## src/rtl/xbf_pkg.sv

```systemverilog
// ----------------------------------------------------------------------------
// xbf_pkg
// Shared types and constants for the XOR block fold checksum.
// ----------------------------------------------------------------------------
`default_nettype none

package xbf_pkg;

    localparam int BYTE_W = 8;
    localparam int OUT_W  = 64;
    localparam int LG_W   = 3;
    localparam int CNT_W  = 3;

    // block width codes (log2 of bits)
    localparam logic [LG_W-1:0] LG_NIBBLE = 3'd2;
    localparam logic [LG_W-1:0] LG_BYTE   = 3'd3;
    localparam logic [LG_W-1:0] LG_MAX    = 3'd6;
    localparam logic [LG_W-1:0] LG_RESET  = 3'd3;

    typedef struct packed {
        logic [BYTE_W-1:0] data_byte;
        logic              byte_present;
        logic              end_of_stream;
    } t_item;

    typedef struct packed {
        logic  valid;
        t_item item;
    } t_stage;

endpackage

`default_nettype wire

```

## src/rtl/xbf_if.sv

```systemverilog
// ----------------------------------------------------------------------------
// xbf_in_if / xbf_out_if
// Valid/ready channels for stream bytes in and fold results out.
// ----------------------------------------------------------------------------
`default_nettype none

interface xbf_in_if;
    logic                      valid;
    logic                      ready;
    logic [xbf_pkg::BYTE_W-1:0] data_byte;
    logic                      byte_present;
    logic                      end_of_stream;

    modport source (output valid, output data_byte, output byte_present,
                    output end_of_stream, input ready);
    modport sink   (input valid, input data_byte, input byte_present,
                    input end_of_stream, output ready);
endinterface

interface xbf_out_if;
    logic                      valid;
    logic                      ready;
    logic [xbf_pkg::OUT_W-1:0] fold_value;

    modport source (output valid, output fold_value, input ready);
    modport sink   (input valid, input fold_value, output ready);
endinterface

`default_nettype wire

```

## src/rtl/xbf_in_reg.sv

```systemverilog
// ----------------------------------------------------------------------------
// xbf_in_reg
// Input register: captures one item per transfer and holds it until the
// fold unit takes it.
// ----------------------------------------------------------------------------
`default_nettype none

module xbf_in_reg (
    input  wire logic            i_clk,
    input  wire logic            i_rst_n,
    xbf_in_if.sink               i_in,
    input  wire logic            i_take,
    output xbf_pkg::t_stage      o_stage
);

    logic           r_valid;
    logic           n_valid;
    xbf_pkg::t_item r_item;
    xbf_pkg::t_item n_item;
    logic           accept;

    assign i_in.ready = !r_valid || i_take;
    assign accept     = i_in.valid && i_in.ready;

    always_comb begin
        n_valid = r_valid;
        n_item  = r_item;
        if (accept) begin
            n_valid              = 1'b1;
            n_item.data_byte     = i_in.data_byte;
            n_item.byte_present  = i_in.byte_present;
            n_item.end_of_stream = i_in.end_of_stream;
        end else if (i_take) begin
            n_valid = 1'b0;
        end
    end

    always_ff @(posedge i_clk) begin
        if (!i_rst_n) begin
            r_valid <= 1'b0;
        end else begin
            r_valid <= n_valid;
        end
    end

    always_ff @(posedge i_clk) begin
        r_item <= n_item;
    end

    assign o_stage.valid = r_valid;
    assign o_stage.item  = r_item;

endmodule

`default_nettype wire

```

## src/rtl/xbf_fold.sv

```systemverilog
// ----------------------------------------------------------------------------
// xbf_fold
// Fold unit: packs bytes into blocks (4-bit mode: XORs each byte's nibbles),
// XORs full blocks in the accumulator, loads padded fold into result register.
// ----------------------------------------------------------------------------
`default_nettype none

module xbf_fold #(
    parameter int W = 64
) (
    input  wire logic                      i_clk,
    input  wire logic                      i_rst_n,
    input  wire logic                      i_clear,
    input  wire logic [xbf_pkg::LG_W-1:0]  i_lg,
    input  xbf_pkg::t_stage                i_stage,
    output logic                           o_take,
    xbf_out_if.source                      o_out
);

    logic [W-1:0]                r_acc;
    logic [W-1:0]                n_acc;
    logic [W-1:0]                r_part;
    logic [W-1:0]                n_part;
    logic [xbf_pkg::CNT_W-1:0]   r_cnt;
    logic [xbf_pkg::CNT_W-1:0]   n_cnt;
    logic                        r_started;
    logic                        n_started;
    logic                        r_out_valid;
    logic                        n_out_valid;
    logic [W-1:0]                r_fold;
    logic [W-1:0]                n_fold;

    logic [W+xbf_pkg::BYTE_W-1:0] wide;
    logic [W-1:0]                 part_shift;
    logic [xbf_pkg::CNT_W:0]      cnt_inc;
    logic [xbf_pkg::CNT_W:0]      blk_len;
    logic [xbf_pkg::CNT_W:0]      pad;
    logic [W-1:0]                 acc_byte;
    logic [xbf_pkg::BYTE_W-1:0]   b;

    assign b = i_stage.item.data_byte;

    // an end item needs a free result slot
    assign o_take = i_stage.valid &&
                    (!i_stage.item.end_of_stream || !r_out_valid || o_out.ready);

    assign blk_len     = (xbf_pkg::CNT_W+1)'(1) << 2'(i_lg - xbf_pkg::LG_BYTE);
    assign wide        = {r_part, b};
    assign part_shift  = wide[W-1:0];
    assign cnt_inc     = {1'b0, r_cnt} + (xbf_pkg::CNT_W+1)'(1);

    always_comb begin
        n_acc       = r_acc;
        n_part      = r_part;
        n_cnt       = r_cnt;
        n_started   = r_started;
        n_out_valid = r_out_valid;
        n_fold      = r_fold;
        acc_byte    = r_acc;
        pad         = '0;

        if (o_out.valid && o_out.ready) begin
            n_out_valid = 1'b0;
        end

        if (o_take) begin
            // fold in the byte
            if (i_stage.item.byte_present) begin
                if (i_lg == xbf_pkg::LG_NIBBLE) begin
                    acc_byte = r_acc ^ W'(b[7:4] ^ b[3:0]);
                end else if (cnt_inc == blk_len) begin
                    acc_byte  = r_acc ^ part_shift;
                    n_part    = '0;
                    n_cnt     = '0;
                    n_started = 1'b0;
                end else begin
                    n_part    = part_shift;
                    n_cnt     = cnt_inc[xbf_pkg::CNT_W-1:0];
                    n_started = 1'b1;
                end
            end
            n_acc = acc_byte;

            // close the stream: pad the open block at its low end
            if (i_stage.item.end_of_stream) begin
                pad = blk_len - {1'b0, n_cnt};
                if (n_started && i_lg != xbf_pkg::LG_NIBBLE) begin
                    n_fold = acc_byte ^ (n_part << {pad[xbf_pkg::CNT_W-1:0], 3'b000});
                end else begin
                    n_fold = acc_byte;
                end
                n_out_valid = 1'b1;
                n_acc       = '0;
                n_part      = '0;
                n_cnt       = '0;
                n_started   = 1'b0;
            end
        end

        if (i_clear) begin
            n_acc     = '0;
            n_part    = '0;
            n_cnt     = '0;
            n_started = 1'b0;
        end
    end

    always_ff @(posedge i_clk) begin
        if (!i_rst_n) begin
            r_acc       <= '0;
            r_part      <= '0;
            r_cnt       <= '0;
            r_started   <= 1'b0;
            r_out_valid <= 1'b0;
        end else begin
            r_acc       <= n_acc;
            r_part      <= n_part;
            r_cnt       <= n_cnt;
            r_started   <= n_started;
            r_out_valid <= n_out_valid;
        end
    end

    always_ff @(posedge i_clk) begin
        r_fold <= n_fold;
    end

    assign o_out.valid      = r_out_valid;
    assign o_out.fold_value = xbf_pkg::OUT_W'(r_fold);

endmodule

`default_nettype wire

```

## src/rtl/xor_block_fold_core.sv

```systemverilog
// A result is loaded into the result register when its end item is taken.
// Throughput: one item per cycle; an end item waits only while the result
// register is full and not being taken.
// Reset (synchronous, active low) empties both registers, clears the fold
// state and sets the block width to 8 bits.
// ----------------------------------------------------------------------------
// xor_block_fold_core
// Longitudinal XOR checksum over a byte stream, folded in blocks of 4 to 64
// bits selected by the block width register.
// ----------------------------------------------------------------------------
`default_nettype none

module xor_block_fold_core #(
    parameter int FOLD_WIDTH = 64
) (
    input  wire logic                      i_clk,
    input  wire logic                      i_rst_n,
    input  wire logic                      i_cfg_we,
    input  wire logic [xbf_pkg::LG_W-1:0]  i_cfg_wdata,
    xbf_in_if.sink                         i_in,
    xbf_out_if.source                      o_out
);

    // widest power-of-two block that fits the fold width
    localparam logic [xbf_pkg::LG_W-1:0] LG_CAP =
        (FOLD_WIDTH >= 64) ? xbf_pkg::LG_MAX :
        (FOLD_WIDTH >= 32) ? 3'd5 :
        (FOLD_WIDTH >= 16) ? 3'd4 : xbf_pkg::LG_BYTE;

    logic [xbf_pkg::LG_W-1:0] r_lg;
    logic [xbf_pkg::LG_W-1:0] n_lg;
    xbf_pkg::t_stage          stage;
    logic                     take;

    // clamp the written width once, at write time
    always_comb begin
        n_lg = r_lg;
        if (i_cfg_we) begin
            if (i_cfg_wdata < xbf_pkg::LG_NIBBLE) begin
                n_lg = xbf_pkg::LG_NIBBLE;
            end else if (i_cfg_wdata > LG_CAP) begin
                n_lg = LG_CAP;
            end else begin
                n_lg = i_cfg_wdata;
            end
        end
    end

    always_ff @(posedge i_clk) begin
        if (!i_rst_n) begin
            r_lg <= (xbf_pkg::LG_RESET > LG_CAP) ? LG_CAP : xbf_pkg::LG_RESET;
        end else begin
            r_lg <= n_lg;
        end
    end

    xbf_in_reg u_in_reg (
        .i_clk   (i_clk),
        .i_rst_n (i_rst_n),
        .i_in    (i_in),
        .i_take  (take),
        .o_stage (stage)
    );

    xbf_fold #(
        .W (FOLD_WIDTH)
    ) u_fold (
        .i_clk   (i_clk),
        .i_rst_n (i_rst_n),
        .i_clear (i_cfg_we),
        .i_lg    (r_lg),
        .i_stage (stage),
        .o_take  (take),
        .o_out   (o_out)
    );

endmodule

`default_nettype wire
```

## src/flat_wrapper.sv

```systemverilog
// flat-port wrapper written by rule: the top's interface ports become plain ports
module xor_block_fold_core_flat 
#(
    parameter int FOLD_WIDTH = 64
)
  (i_clk, i_rst_n, i_cfg_we, i_cfg_wdata, i_in_valid, i_in_data_byte, i_in_byte_present, i_in_end_of_stream, i_in_ready, o_out_valid, o_out_fold_value, o_out_ready);
  xbf_in_if i_in_i ();
  xbf_out_if o_out_i ();
  input  wire logic i_clk;
  input  wire logic i_rst_n;
  input  wire logic i_cfg_we;
  input  wire logic [xbf_pkg::LG_W-1:0] i_cfg_wdata;
  input wire logic [$bits(i_in_i.valid)-1:0] i_in_valid;
  input wire logic [$bits(i_in_i.data_byte)-1:0] i_in_data_byte;
  input wire logic [$bits(i_in_i.byte_present)-1:0] i_in_byte_present;
  input wire logic [$bits(i_in_i.end_of_stream)-1:0] i_in_end_of_stream;
  output wire logic [$bits(i_in_i.ready)-1:0] i_in_ready;
  output wire logic [$bits(o_out_i.valid)-1:0] o_out_valid;
  output wire logic [$bits(o_out_i.fold_value)-1:0] o_out_fold_value;
  input wire logic [$bits(o_out_i.ready)-1:0] o_out_ready;
  assign i_in_i.valid = i_in_valid;
  assign i_in_i.data_byte = i_in_data_byte;
  assign i_in_i.byte_present = i_in_byte_present;
  assign i_in_i.end_of_stream = i_in_end_of_stream;
  assign i_in_ready = i_in_i.ready;
  assign o_out_valid = o_out_i.valid;
  assign o_out_fold_value = o_out_i.fold_value;
  assign o_out_i.ready = o_out_ready;
  xor_block_fold_core #(.FOLD_WIDTH(FOLD_WIDTH)) u_core (.i_clk(i_clk), .i_rst_n(i_rst_n), .i_cfg_we(i_cfg_we), .i_cfg_wdata(i_cfg_wdata), .i_in(i_in_i), .o_out(o_out_i));
endmodule
```

## config.mk

```make
export PLATFORM = sky130hd
export DESIGN_NAME = xor_block_fold_core_flat
export DESIGN_NICKNAME = d
export VERILOG_FILES = /design/src/rtl/xbf_pkg.sv /design/src/rtl/xbf_if.sv /design/src/rtl/xbf_in_reg.sv /design/src/rtl/xbf_fold.sv /design/src/rtl/xor_block_fold_core.sv /design/src/flat_wrapper.sv
export SDC_FILE = /design/constraint.sdc
export NUM_CORES = 1
export LEC_CHECK = 0
export BUFFER_PORTS_ARGS = -buffer_cell sky130_fd_sc_hd__clkbuf_2
export CAP_MARGIN = 20
export CORE_ASPECT_RATIO = 1.75
export CORE_MARGIN = 8
export CORE_UTILIZATION = 30
export DETAILED_ROUTE_END_ITERATION = 6
export GPL_ROUTABILITY_DRIVEN = 0
export MAX_ROUTING_LAYER = met4
export RECOVER_POWER = 50
export SLEW_MARGIN = 15
export SYNTH_ARGS = -nofsm -noshare
export SYNTH_HDL_FRONTEND = slang
export SYNTH_SLANG_ARGS = --single-unit
```

## constraint.sdc

```tcl
create_clock -name i_clk -period 5.3 [get_ports i_clk]
set_input_delay 0.265 -clock i_clk [delete_from_list [all_inputs] [get_ports i_clk]]
set_output_delay 0.265 -clock i_clk [all_outputs]
set_load 0.05 [all_outputs]
```

Word-level counts from Yosys, hierarchy flattened:

Cells that the tools add are included.

* register bits after elaboration: 211
* latch bits: 0
* bits in writable memories: 0
* ROM bits: 0
* input port bits: 18
* output and inout bits: 66
* memories kept: 0

* add/subtract/negate cells: 3
* multiply operators: 0
* divide/modulo/power cells: 0
* $lt $le $gt $ge: 2
* equality and inequality tests: 3
* shifts and indexed selects: 2
* multiplexer cells: 28
* bitwise logic cells: 5
* reduce and logical (&&, ||, !) cells: 13

Operator list (number)
* 64-bit two-way mux: 11
* 64-bit bitwise XOR: 2
* 64-bit by 6-bit left shift with 64-bit output: 1
* 64-bit by 4-bit bitwise XOR with 64-bit output: 1
* 3-bit two-way mux: 7
* 1-bit two-way mux: 10
* 3-bit by 1-bit adder with 4-bit output (second input constant): 1
* 4-bit == test: 1
* 1-bit logical AND: 4
* 1-bit by 2-bit left shift with 4-bit output (first input constant): 1
* 4-bit bitwise XOR: 1
* 3-bit by 2-bit == test with 1-bit output (second input constant): 1
* 3-bit greater-than comparator (second input constant): 1
* 1-bit zero test: 3
* 1-bit logical OR: 3
* 3-bit by 2-bit less-than comparator with 1-bit output (second input constant): 1
* 3-bit by 2-bit inequality test with 1-bit output (second input constant): 1
* 3-bit subtractor: 1
* 2-bit AND reduction: 1
* 2-bit nonzero test: 1
* 2-bit OR reduction: 1
* 2-bit subtractor (second input constant): 1
* 1-bit inverter: 1

Longest topological paths before layout:

Gate-level depths: netlist of the first run.

* word-level depth: 11
* mapped depth: 20
* gate-level depth less buffers: 14

By module:

From an unflattened synthesis of the first run, not the netlist that was laid out.

* cell total of the unflattened synthesis: 1384
* area, all modules: 11836.4 sq um

Modules (own cells, without submodules)
* xbf_fold: instances 1, cells each 1356, area each 11347.1 sq um
* xbf_in_reg: instances 1, cells each 16, area each 365.4 sq um
* xor_block_fold_core: instances 1, cells each 12, area each 123.9 sq um

Worst setup path after synthesis of the first run:

OpenSTA, ideal clock, no wires.

* path kind: flip-flop to flip-flop
* start: register u_core.u_fold.r_cnt[0] (netlist bit)
* end: register u_core.u_fold.r_fold[58] (netlist: u_core.u_fold.o_out.fold_value[58]) (data pin)
* library setup time: 262 ps
* arrival: 4188 ps
* path slack: 850 ps
* cell stages (with the launch flop): 16
* buffers on the path: 3
* period minus slack after synthesis: 4450 ps
* cells stage by stage: dfxtp_1 ha_1 nand2b_1 nand2b_1 a221oi_4 nand2b_1 o21ai_0 ha_1 fa_1 clkbuf_1 inv_1 buf_2 clkbuf_1 mux4_2 o211ai_2 xnor2_1

* cells in the longest elaborated chain, start to end: 10
* elaborated cells on any way between the ends: 23
* those cells by class: add/sub (2); eq/ne (1); shift (1); mux (17); bitwise (1); reduce/logical (1)

Ends and longest elaborated chain
* from (decl): line xbf_fold.sv:24 `logic [xbf_pkg::CNT_W-1:0] r_cnt;`
* from (signal assigned): line xbf_fold.sv:118 `r_cnt <= n_cnt;`
* 3-bit by 1-bit adder with 4-bit output: line xbf_fold.sv:50 `assign cnt_inc = {1'b0, r_cnt} + (xbf_pkg::CNT_W+1)'(1);`
* 4-bit == test: line xbf_fold.sv:71 `end else if (cnt_inc == blk_len) begin`
* 3-bit two-way mux: line xbf_fold.sv:71
* 3-bit two-way mux: line xbf_fold.sv:69 `if (i_lg == xbf_pkg::LG_NIBBLE) begin`
* 3-bit two-way mux: line xbf_fold.sv:68 `if (i_stage.item.byte_present) begin`
* 3-bit two-way mux: line xbf_fold.sv:66 `if (o_take) begin`
* 3-bit subtractor: line xbf_fold.sv:86 `pad = blk_len - {1'b0, n_cnt};`
* 64-bit by 6-bit left shift with 64-bit output: line xbf_fold.sv:88 `n_fold = acc_byte ^ (n_part << {pad[xbf_pkg::CNT_W-1:0], 3'b000});`
* 64-bit bitwise XOR: line xbf_fold.sv:88
* 64-bit two-way mux *: line xbf_fold.sv:87 `if (n_started && i_lg != xbf_pkg::LG_NIBBLE) begin`
* to (signal assigned): line xbf_fold.sv:125 `r_fold <= n_fold;`
* to (decl): line xbf_fold.sv:30 `logic [W-1:0] r_fold;`

Every way passes the cells marked *; elsewhere a longest branch is shown, timed or not. The select of a mux whose other input is x is not followed.
A chain may end at the register's enable or synchronous reset.

Final worst setup path of the first run:

* start: register u_core.u_fold.r_cnt[0] (netlist bit)
* end: register u_core.u_fold.r_fold[42] (netlist: u_core.u_fold.o_out.fold_value[42]) (data pin)

The elaborated chain is that of the path after synthesis.

==> results.toml, run 1 <==
[status]
status = "finished with violations"
failed_checks = "DRC, capacitance limit, slew limit"

[yosys]
netlist_area_sq_mm = 0.01203
synth_flop_cell = "dfxtp_1"
ys_ff_latch = 211
syn_area_per_cell_sq_um = 9.180
synth-edff-count = 74
yosysWarnings = 0
synthDistinctLibCells = 66
ys_seq_area_share_pct = 41.29
synth_cells = 1310
ys_async_sr_fraction_pct = 0
synth_fp_nets = 1331

[power]
peakVddDrop_uv = 193.7
power.density_mw_per_mm2 = 283.1
power.leakage_nw = 4.260

[floorplan]
num_rows = 97
core_sq_mm = 0.03981
die_area_sq_mm = 0.04700
fp.dieW_um = 167.3
io_pins = 84
chipHeight_um = 280.9
initial_utilization_pct = 30.21

[detailed_routing]
vias_per_cell = 5.502
firstDrtPassIters = 7
routedWlPerCell_um = 21.02
wl_mm = 39.07
remaining_drc_errors = 1
postRouteAntennaNets = 0
drt-initial-drc-count = 1077
via_count = 10229

[timing]
final.setup_skew_ns = 0.01744
setup_viol = 0
tns_ns = 0
hold_viol = 0
worst_pin_slew_ns = 2.037
finalCriticalPeriod_ns = 4.829
fin_crit_sh_pct = 91.11
hold_slack_ns = 0.04450
fmax_ghz = 0.2071
slew_headroom_pct = -35.82
rsz0062_at_grt = "no"
slew_violations = 189

[clocking]
clk_pin_slew_ns = 0.07
cts_buffers = 20
insertion_delay_ns = 0.53
cts.sinks = 211
clock_path_buffers = 3
htree_levels = 1
cts_root_buf = "clkbuf_16"
cts_tree = "done"

[finish]
synthToLayoutAreaGrowth_pct = 11.79
final_core_util_pct = 33.77
drive_gt1_share_pct = 9.457
layout_common_cells = "nand2_1 (173), nor2_1 (140), dfxtp_1 (137)"
nNetsFinal = 1371
final_common_cell = "nand2_1"
stdcell_area_sq_mm = 0.01344
fillerInstances = 4077
insertedDiodeCount = 0

[place]
port_buffers = 83
hpwlAfterDp_mm = 27.22
dpl_cell_area_sq_mm = 0.01275

[global_route]
grt_max_degree = 97
grt_use_total_pct = 16.71
grt_pass1_wl_mm = 59.95
first_global_vias = 9981
grt_overflow = 0
antenna_found_initial = 0

[worst_setup_path]
cp_max_fo = 43
reg2reg_setup_slack_ns = 0.47
arrival_ns = 5.09
crit_required_ns = 5.56
path_class = "register to register"
end_kind = "register"
startpoint_type = "register"

[run]
cap_violations = 3

[min_path]
hold_path_class = "primary input to register"
-- cell usage after synthesis (12+ instances only) --
| master | instances | area [sq um] |
|---|---|---|
| nand2_1 | 173 | 649.4 |
| clkbuf_1 | 55 | 206.5 |
| or3_1 | 34 | 212.7 |
| and3_1 | 12 | 75.07 |
| a22oi_1 | 75 | 563.0 |
| a211o_1 | 12 | 105.1 |
| dfxtp_1 | 137 | 2743 |
| mux2i_1 | 41 | 410.4 |
| buf_2 | 23 | 115.1 |
| xor2_1 | 45 | 394.1 |
| nor2_1 | 141 | 529.3 |
| nand3_1 | 16 | 80.08 |
| edfxtp_1 | 74 | 2222 |
| and2_1 | 24 | 150.1 |
| mux4_2 | 20 | 450.4 |
| xnor2_1 | 92 | 805.8 |
| o21ai_0 | 58 | 290.3 |
| a21oi_1 | 90 | 450.4 |
| o21a_1 | 23 | 172.7 |
-- sequential cells by signal (all words and copies together) (netlist names) --
| register | flops |
|---|---|
| u_core.u_in_reg.o_stage | 10 |
| u_core.u_fold.o_out.valid | 1 |
| u_core.u_fold.r_acc | 64 |
| u_core.r_lg | 3 |
| u_core.u_in_reg.r_valid | 1 |
| u_core.u_fold.r_part | 64 |
| u_core.u_fold.r_cnt | 3 |
| u_core.u_fold.o_out.fold_value | 64 |
| u_core.u_fold.r_started | 1 |
-- routing by layer --
layer	global-route usage (%)	share of wire (%)	vias up
met3	2.179	5.7	147
met2	29.18	51	418
li1	-	-	4757
met1	17.13	36	4907
met4	12.02	7.8	0
met5	-	0	-
-- worst max-delay path, stage by stage, from the launching register on --
cell,delay [ns]
dfxtp_1,0.45
ha_1,0.31
nand2b_1,0.17
nand2b_1,0.20
a221oi_4,0.27
buf_4,0.47
nor2_2,0.07
a22o_1,0.23
fa_1,0.45
xor2_1,0.29
nand2_1,0.13
o221ai_2,0.52
buf_4,0.32
nor2_1,0.07
a21oi_1,0.47
xnor2_1,0.12
-- cell type report --
cell class | count | area [sq um] | area share, %
Multi-Input combinational cell | 989 | 6490 | 48.28
Sequential cell | 211 | 4965 | 36.93
Timing Repair Buffer | 123 | 673.1 | 5.007
Tap cell | 495 | 619.3 | 4.607
Clock buffer | 28 | 603.1 | 4.486
Clock inverter | 8 | 73.82 | 0.5491
Inverter | 5 | 18.77 | 0.1396
-- metrics by stage --
step | setup slack, ns | cells | power (mW)
2_1_floorplan | 0.8502 | 1310 | 2.176
3_3_place_gp | 0.7497 | 1810 | 2.313
3_5_place_dp | 0.6559 | 1810 | 2.317
4_1_cts | 0.6514 | 1858 | 3.830
5_1_grt | 0.1893 | 1859 | 3.927
6_report | 0.4711 | 1859 | 3.806
-- final timing paths --
kind                                                                     end                            startpoint  cells after the start
worst max-delay path            u_core.u_fold.o_out.fold_value[42]$_DFFE_PP_   u_core.u_fold.r_cnt[0]$_SDFFE_PP0P_                     15
worst min-delay path                             u_core.r_lg[0]$_SDFFE_PN1P_                        i_cfg_wdata[0]                      3
worst max register to register  u_core.u_fold.o_out.fold_value[42]$_DFFE_PP_   u_core.u_fold.r_cnt[0]$_SDFFE_PP0P_                     15
worst min register to register          u_core.u_fold.r_started$_SDFFE_PP0P_  u_core.u_fold.r_started$_SDFFE_PP0P_                      2
-- logic make-up (layout without fill, tap and decap cells) --
| family | after synthesis | in the layout | synth area share [%] |
|---|---|---|---|
| adder cells (fa/ha/maj) | 3 | 3 | 0.3745 |
| AO/OA/AOI/OAI | 353 | 353 | 19.96 |
| flip-flops | 211 | 211 | 41.29 |
| multiplexers | 66 | 66 | 7.658 |
| XOR/XNOR | 137 | 137 | 9.978 |
| buffers and inverters | 110 | 164 | 4.911 |
| AND/OR/NAND/NOR | 430 | 430 | 15.84 |
-- report_power, final --
part	total [mW]	internal, mW	switching (mW)
clock	1.51	0.850	0.663
sequential	1.72	1.70	0.0174
combinational	0.577	0.160	0.417
-- repair_timing --
item                      CTS  global route
resized for setup           0             0
hold buffers               12             0
buffers inserted            0             0
hold endpoints to repair   12             0
(Power assumes the default switching activity.)
==> run 2: changes to the inputs <==
--- a/config.mk
+++ b/config.mk
@@ -13,7 +13,7 @@
 export DETAILED_ROUTE_END_ITERATION = 6
 export GPL_ROUTABILITY_DRIVEN = 0
 export MAX_ROUTING_LAYER = met4
-export RECOVER_POWER = 50
+export RECOVER_POWER = 25
 export SLEW_MARGIN = 15
 export SYNTH_ARGS = -nofsm -noshare
 export SYNTH_HDL_FRONTEND = slang
==> results.toml, run 2 (synthesized netlist as in run 1, its figures left out) <==
[status]
status = "finished with violations"
failed_checks = "capacitance limit, slew limit"

[global_route]
grt_use_total_pct = 16.71
first_global_vias = 9981
grt_use_met3_pct = 2.179
grt_max_degree = 97
antenna_found_initial = 0
grt_use_met1_pct = 17.13
grt_use_met2_pct = 29.18
grt_pass1_wl_mm = 59.95
busiest_layer = "met2"
grt_overflow = 0

[timing]
slew_violations = 37
fmax_ghz = 0.2072
slew_headroom_pct = -28.93
fin_crit_sh_pct = 91.05
rsz0062_at_grt = "no"
final.setup_skew_ns = 0.01724
setup_viol = 0
finalCriticalPeriod_ns = 4.826
hold_viol = 0
tns_ns = 0
worst_pin_slew_ns = 1.934

[floorplan]
fp.dieW_um = 167.3
chipHeight_um = 280.9
core_sq_mm = 0.03981
io_pins = 84
num_rows = 97
initial_utilization_pct = 30.21
die_area_sq_mm = 0.04700

[min_path]
holdPathStages = 3
min_to = "u_core.r_lg[0]$_SDFFE_PN1P_"
hold_path_class = "primary input to register"
hold_path_startpoint = "i_cfg_wdata[0]"

[clocking]
post_cts_buffers = 0
clk_pin_slew_ns = 0.07
cts.sinks = 211
cts_buffers = 20
htree_levels = 1
ctsHoldBuffers = 12
insertion_delay_ns = 0.53
clock_path_buffers = 3
cts_tree = "done"
cts_root_buf = "clkbuf_16"
ctsResizeCount = 0

[detailed_routing]
remaining_drc_errors = 0
firstDrtPassIters = 6
postRouteAntennaNets = 0
routedWlPerCell_um = 20.98
drt-initial-drc-count = 988
wl_mm = 39.00
via_count = 10201
vias_per_cell = 5.487

[worst_setup_path]
r2r_end = "u_core.u_fold.o_out.fold_value[42]$_DFFE_PP_"
end_kind = "register"
cp_max_fo = 43
arrival_ns = 5.08
path_class = "register to register"
reg2reg_setup_slack_ns = 0.47
r2r_cells = 15
crit_required_ns = 5.56
startpoint_type = "register"
rr_startpoint = "u_core.u_fold.r_cnt[0]$_SDFFE_PP0P_"

[finish]
drive_gt1_share_pct = 9.604
final_common_cell = "nand2_1"
synthToLayoutAreaGrowth_pct = 12.01
nNetsFinal = 1371
layout_common_cells = "nand2_1 (173), nor2_1 (139), dfxtp_1 (137)"
final_cells = 1859
multi_input_area_sq_mm = 0.006497
fillerInstances = 4072
insertedDiodeCount = 0
seqCellArea_sq_mm = 0.004965

[power]
power.density_mw_per_mm2 = 282.3
power.total_mw = 3.802
power.leakage_nw = 4.267
peakVddDrop_uv = 193.1

[place]
dp_cells = 1810
hpwlAfterDp_mm = 27.22
port_buffers = 83

[run]
cap_violations = 1
## run 2: cell types whose count changed in the layout (fill, tap and decap cells not counted)
cell | before | now
buf_12 | 0 | 1
nor2_4 | 0 | 1
nor2_1 | 140 | 139
clkbuf_2 | 18 | 17
clkbuf_1 | 71 | 70
buf_4 | 24 | 25
## run 2: routing by layer
| layer | routed length (um) | part of all wire, % |
|---|---|---|
| met1 | 14000 | 36 |
| met2 | 19870 | 51 |
| met5 | 0 | 0 |
| met4 | 2938 | 7.5 |
| met3 | 2186 | 5.6 |
## run 2: final cells by class
| cell class | instances | share of cell area (%) |
|---|---|---|
| Multi-Input combinational cell | 989 | 48.24 |
| Clock buffer | 28 | 4.477 |
| Tap cell | 495 | 4.598 |
| Clock inverter | 8 | 0.5481 |
| Sequential cell | 211 | 36.86 |
| Timing Repair Buffer | 123 | 5.137 |
| Inverter | 5 | 0.1393 |
## run 2: worst max path at each step
stage / from / to / slack (ns) / depth (start not counted)
finish: u_core.u_fold.r_cnt[0]$_SDFFE_PP0P_ / u_core.u_fold.o_out.fold_value[42]$_DFFE_PP_ / 0.47 / 15
CTS: u_core.u_fold.r_cnt[0]$_SDFFE_PP0P_ / u_core.u_fold.o_out.fold_value[36]$_DFFE_PP_ / 0.65 / 14
global route: u_core.u_fold.r_cnt[0]$_SDFFE_PP0P_ / u_core.u_fold.o_out.fold_value[42]$_DFFE_PP_ / 0.25 / 15
detailed placement: u_core.u_fold.r_cnt[0]$_SDFFE_PP0P_ / u_core.u_fold.o_out.fold_value[36]$_DFFE_PP_ / 0.66 / 14
global placement: u_core.u_fold.r_cnt[0]$_SDFFE_PP0P_ / u_core.u_fold.o_out.fold_value[42]$_DFFE_PP_ / 0.75 / 14
floorplan: u_core.u_fold.r_cnt[0]$_SDFFE_PP0P_ / u_core.u_fold.o_out.fold_value[58]$_DFFE_PP_ / 0.85 / 15
## run 2: where the power goes
part | total (mW) | internal (mW) | leakage (nW) | switching [mW]
sequential | 1.72 | 1.70 | 1.81 | 0.0175
combinational | 0.579 | 0.161 | 2.13 | 0.418
clock | 1.51 | 0.850 | 0.330 | 0.658
## run 2: through the flow
stage	setup slack, ns	area, sq um	hold slack, ns	util [%]
3_3_place_gp	0.7497	12750	0.4423	32.02
4_1_cts	0.6514	13540	0.03183	34.02
6_report	0.4744	13470	0.04605	33.84
3_5_place_dp	0.6559	12750	0.4437	32.02
2_1_floorplan	0.8502	12030	0.3269	-
5_1_grt	0.2515	13470	0.08010	33.84
## run 2: critical path, stage by stage (launching register included)
cell and delay (ns):
dfxtp_1 0.45, ha_1 0.26, xor2_1 0.27, nand2b_1 0.15, a221oi_4 0.27, buf_4 0.48, nor2_2 0.08, a22o_1 0.23
fa_1 0.45, xor2_1 0.29, nand2_1 0.13, o221ai_2 0.51, buf_4 0.32, nor2_1 0.07, a21oi_1 0.46, xnor2_1 0.12
==> run 3: changes to the inputs <==
--- a/config.mk
+++ b/config.mk
@@ -5,6 +5,7 @@
 export SDC_FILE = /design/constraint.sdc
 export NUM_CORES = 1
 export LEC_CHECK = 0
+export ABC_AREA = 1
 export BUFFER_PORTS_ARGS = -buffer_cell sky130_fd_sc_hd__clkbuf_2
 export CAP_MARGIN = 20
 export CORE_ASPECT_RATIO = 1.75
==> results.toml, run 3 <==
[status]
status = "finished with violations"
failed_checks = "capacitance limit, slew limit"

[detailed_routing]
postRouteAntennaNets = 0
routedWlPerCell_um = 19.03
firstDrtPassIters = 7
remaining_drc_errors = 0
drt-initial-drc-count = 1188
vias_per_cell = 5.260
wl_mm = 46.16
via_count = 12761

[min_path]
holdPathStages = 2
hold_path_class = "primary input to register"

[timing]
final.setup_skew_ns = 0.01298
fmax_ghz = 0.2251
rsz0062_at_grt = "no"
worst_pin_slew_ns = 3.208
finalCriticalPeriod_ns = 4.442
setup_viol = 0
tns_ns = 0
hold_viol = 0
slew_violations = 79
slew_headroom_pct = -115.0
fin_crit_sh_pct = 83.81

[floorplan]
die_area_sq_mm = 0.04898
io_pins = 84
num_rows = 99
chipHeight_um = 286.8
core_sq_mm = 0.04150
initial_utilization_pct = 30.30
fp.dieW_um = 170.8

[clocking]
post_cts_buffers = 0
cts_root_buf = "clkbuf_16"
cts_tree = "done"
cts.sinks = 211
cts_buffers = 21
clk_pin_slew_ns = 0.06
insertion_delay_ns = 0.52
htree_levels = 1
clock_path_buffers = 3

[worst_setup_path]
crit_required_ns = 5.58
path_cells = "inv_1, nor2_4, nand2_4, nand2_2, clkinv_2, nand2_1, o21ai_0, ha_2, buf_4, nand3_1, nand3_1, nand2_1, nand2_1, nand2_1, nand2_1, nand2_1"
cpLargestDelayFamily = "simple AND/OR/NAND/NOR gates"
crit_slowest_cell = "ha_2"
r2r_cells = 16
startpoint_type = "register"
path_class = "register to register"
critical_path_depth = 16
critPathMaxStageDelay_ns = 0.64
cp_common_cell = "nand2_1"
arrival_ns = 4.72
end_kind = "register"
cp_max_fo = 53
crit_buf_inv = 3

[finish]
insertedDiodeCount = 0
final_common_cell = "nand2_1"
synthToLayoutAreaGrowth_pct = 11.27
drive_gt1_share_pct = 7.643
nNetsFinal = 1878
final_cells = 2426
layout_common_cells = "nand2_1 (713), nand3_1 (357), dfxtp_1 (137)"

[yosys]
synth_area_leader_cell = "dfxtp_1"
synth_fp_nets = 1861
synthDistinctLibCells = 38
synthTopCellsByCount = "nand2_1 (713), nand3_1 (357), dfxtp_1 (137)"
syn_area_per_cell_sq_um = 6.834
synth_area_leaders = "dfxtp_1 (22%), nand2_1 (21%), edfxtp_1 (18%)"
synth_cells = 1840
synth_most_common_cell = "nand2_1"
yosysTopAreaCellShare_pct = 21.81
ys_ff_latch = 211
ys_seq_area_share_pct = 39.48
yosysWarnings = 0
synth-edff-count = 74
ys_async_sr_fraction_pct = 0
netlist_area_sq_mm = 0.01257
synth_flop_cell = "dfxtp_1"

[place]
hpwlAfterDp_mm = 30.69
dp_cells = 2379
port_buffers = 83

[run]
cap_violations = 1

[global_route]
grt_overflow = 0
first_global_vias = 12242
antenna_found_initial = 0
grt_max_degree = 133
grt_pass1_wl_mm = 70.61
grt_use_total_pct = 19.09

[power]
power.density_mw_per_mm2 = 294.1
peakVddDrop_uv = 175.1
power.leakage_nw = 5.603
power.total_mw = 4.115
## run 3: cell count changes in the layout (fill, tap and decap cells not counted), moves of 41 or more
cell	change
a21oi_1	+45
a22oi_1	-75
inv_1	+69
mux2i_1	-41
nand2_1	+540
nand3_1	+341
nor2_1	-95
o21ai_0	-48
xnor2_1	-78
## run 3: cell families (layout without fill, tap and decap cells)
| group | after synthesis | count (layout) | share of synthesized area, % |
|---|---|---|---|
| buf+inv | 196 | 227 | 6.856 |
| flops | 211 | 211 | 39.48 |
| simple gates | 1204 | 1204 | 42.05 |
| compound gates | 184 | 184 | 8.328 |
| xor+xnor | 42 | 42 | 2.925 |
| fa+ha+maj | 3 | 3 | 0.3582 |
## run 3: path summary, 6_finish.rpt
check	start	to	slack, ns
setup / recovery	u_core.r_lg[1]$_SDFFE_PN1P_	u_core.u_fold.o_out.fold_value[58]$_DFFE_PP_	0.86
setup reg to reg	u_core.r_lg[1]$_SDFFE_PN1P_	u_core.u_fold.o_out.fold_value[58]$_DFFE_PP_	0.86
hold / removal	i_rst_n	u_core.r_lg[0]$_SDFFE_PN1P_	0.008
hold reg to reg	u_core.u_fold.r_acc[14]$_SDFFE_PP0P_	u_core.u_fold.r_acc[14]$_SDFFE_PP0P_	0.47
## run 3: final cells by class
| type | instances | area [sq um] |
|---|---|---|
| well taps | 555 | 694.4 |
| inverters | 81 | 309.0 |
| multi-input cells | 1433 | 6768 |
| flip-flops and latches | 211 | 4965 |
| clock inverters | 11 | 102.6 |
| repair buffers | 109 | 579.3 |
| fillers | 4369 | 27500 |
| clock buffers | 26 | 574.3 |
## run 3: metrics by stage
stage / worst slack, ns / hold slack (ns) / cell area (sq um) / util, %
global route: 0.5109 / 0.02403 / 13990 / 33.72
global placement: 1.227 / 0.4449 / 13300 / 32.05
detailed placement: 1.151 / 0.4437 / 13300 / 32.05
floorplan: 1.930 / 0.3636 / 12570 / -
CTS: 1.110 / 0.0004263 / 14070 / 33.92
finish: 0.8579 / 0.008067 / 13990 / 33.72
## run 3: what timing repair did
action / CTS / global route
gates resized for setup: 0 / 0
endpoints found under the hold margin: 10 / 0
hold buffers: 10 / 0
## run 3: layer usage
metal | vias up | track usage (%) | share of wire [%]
met5 | - | - | 0
met4 | 0 | 15.25 | 8.7
met3 | 158 | 2.599 | 5.7
met2 | 480 | 32.30 | 50
met1 | 5972 | 19.55 | 36
li1 | 6151 | - | -
## run 3: report_power, final
group	total (mW)	switching, mW	internal [mW]
combinational	0.850	0.652	0.198
sequential	1.72	0.0186	1.71
clock	1.54	0.676	0.865
total	4.12	1.35	2.77
## run 3: worst register-to-register path: stages, from the launching register on
cell and delay [ns]:
dfxtp_1 0.39, inv_1 0.12, nor2_4 0.14, nand2_4 0.09
nand2_2 0.08, clkinv_2 0.41, nand2_1 0.27, o21ai_0 0.15
ha_2 0.64, buf_4 0.62, nand3_1 0.46, nand3_1 0.37
nand2_1 0.12, nand2_1 0.17, nand2_1 0.07, nand2_1 0.06
nand2_1 0.04
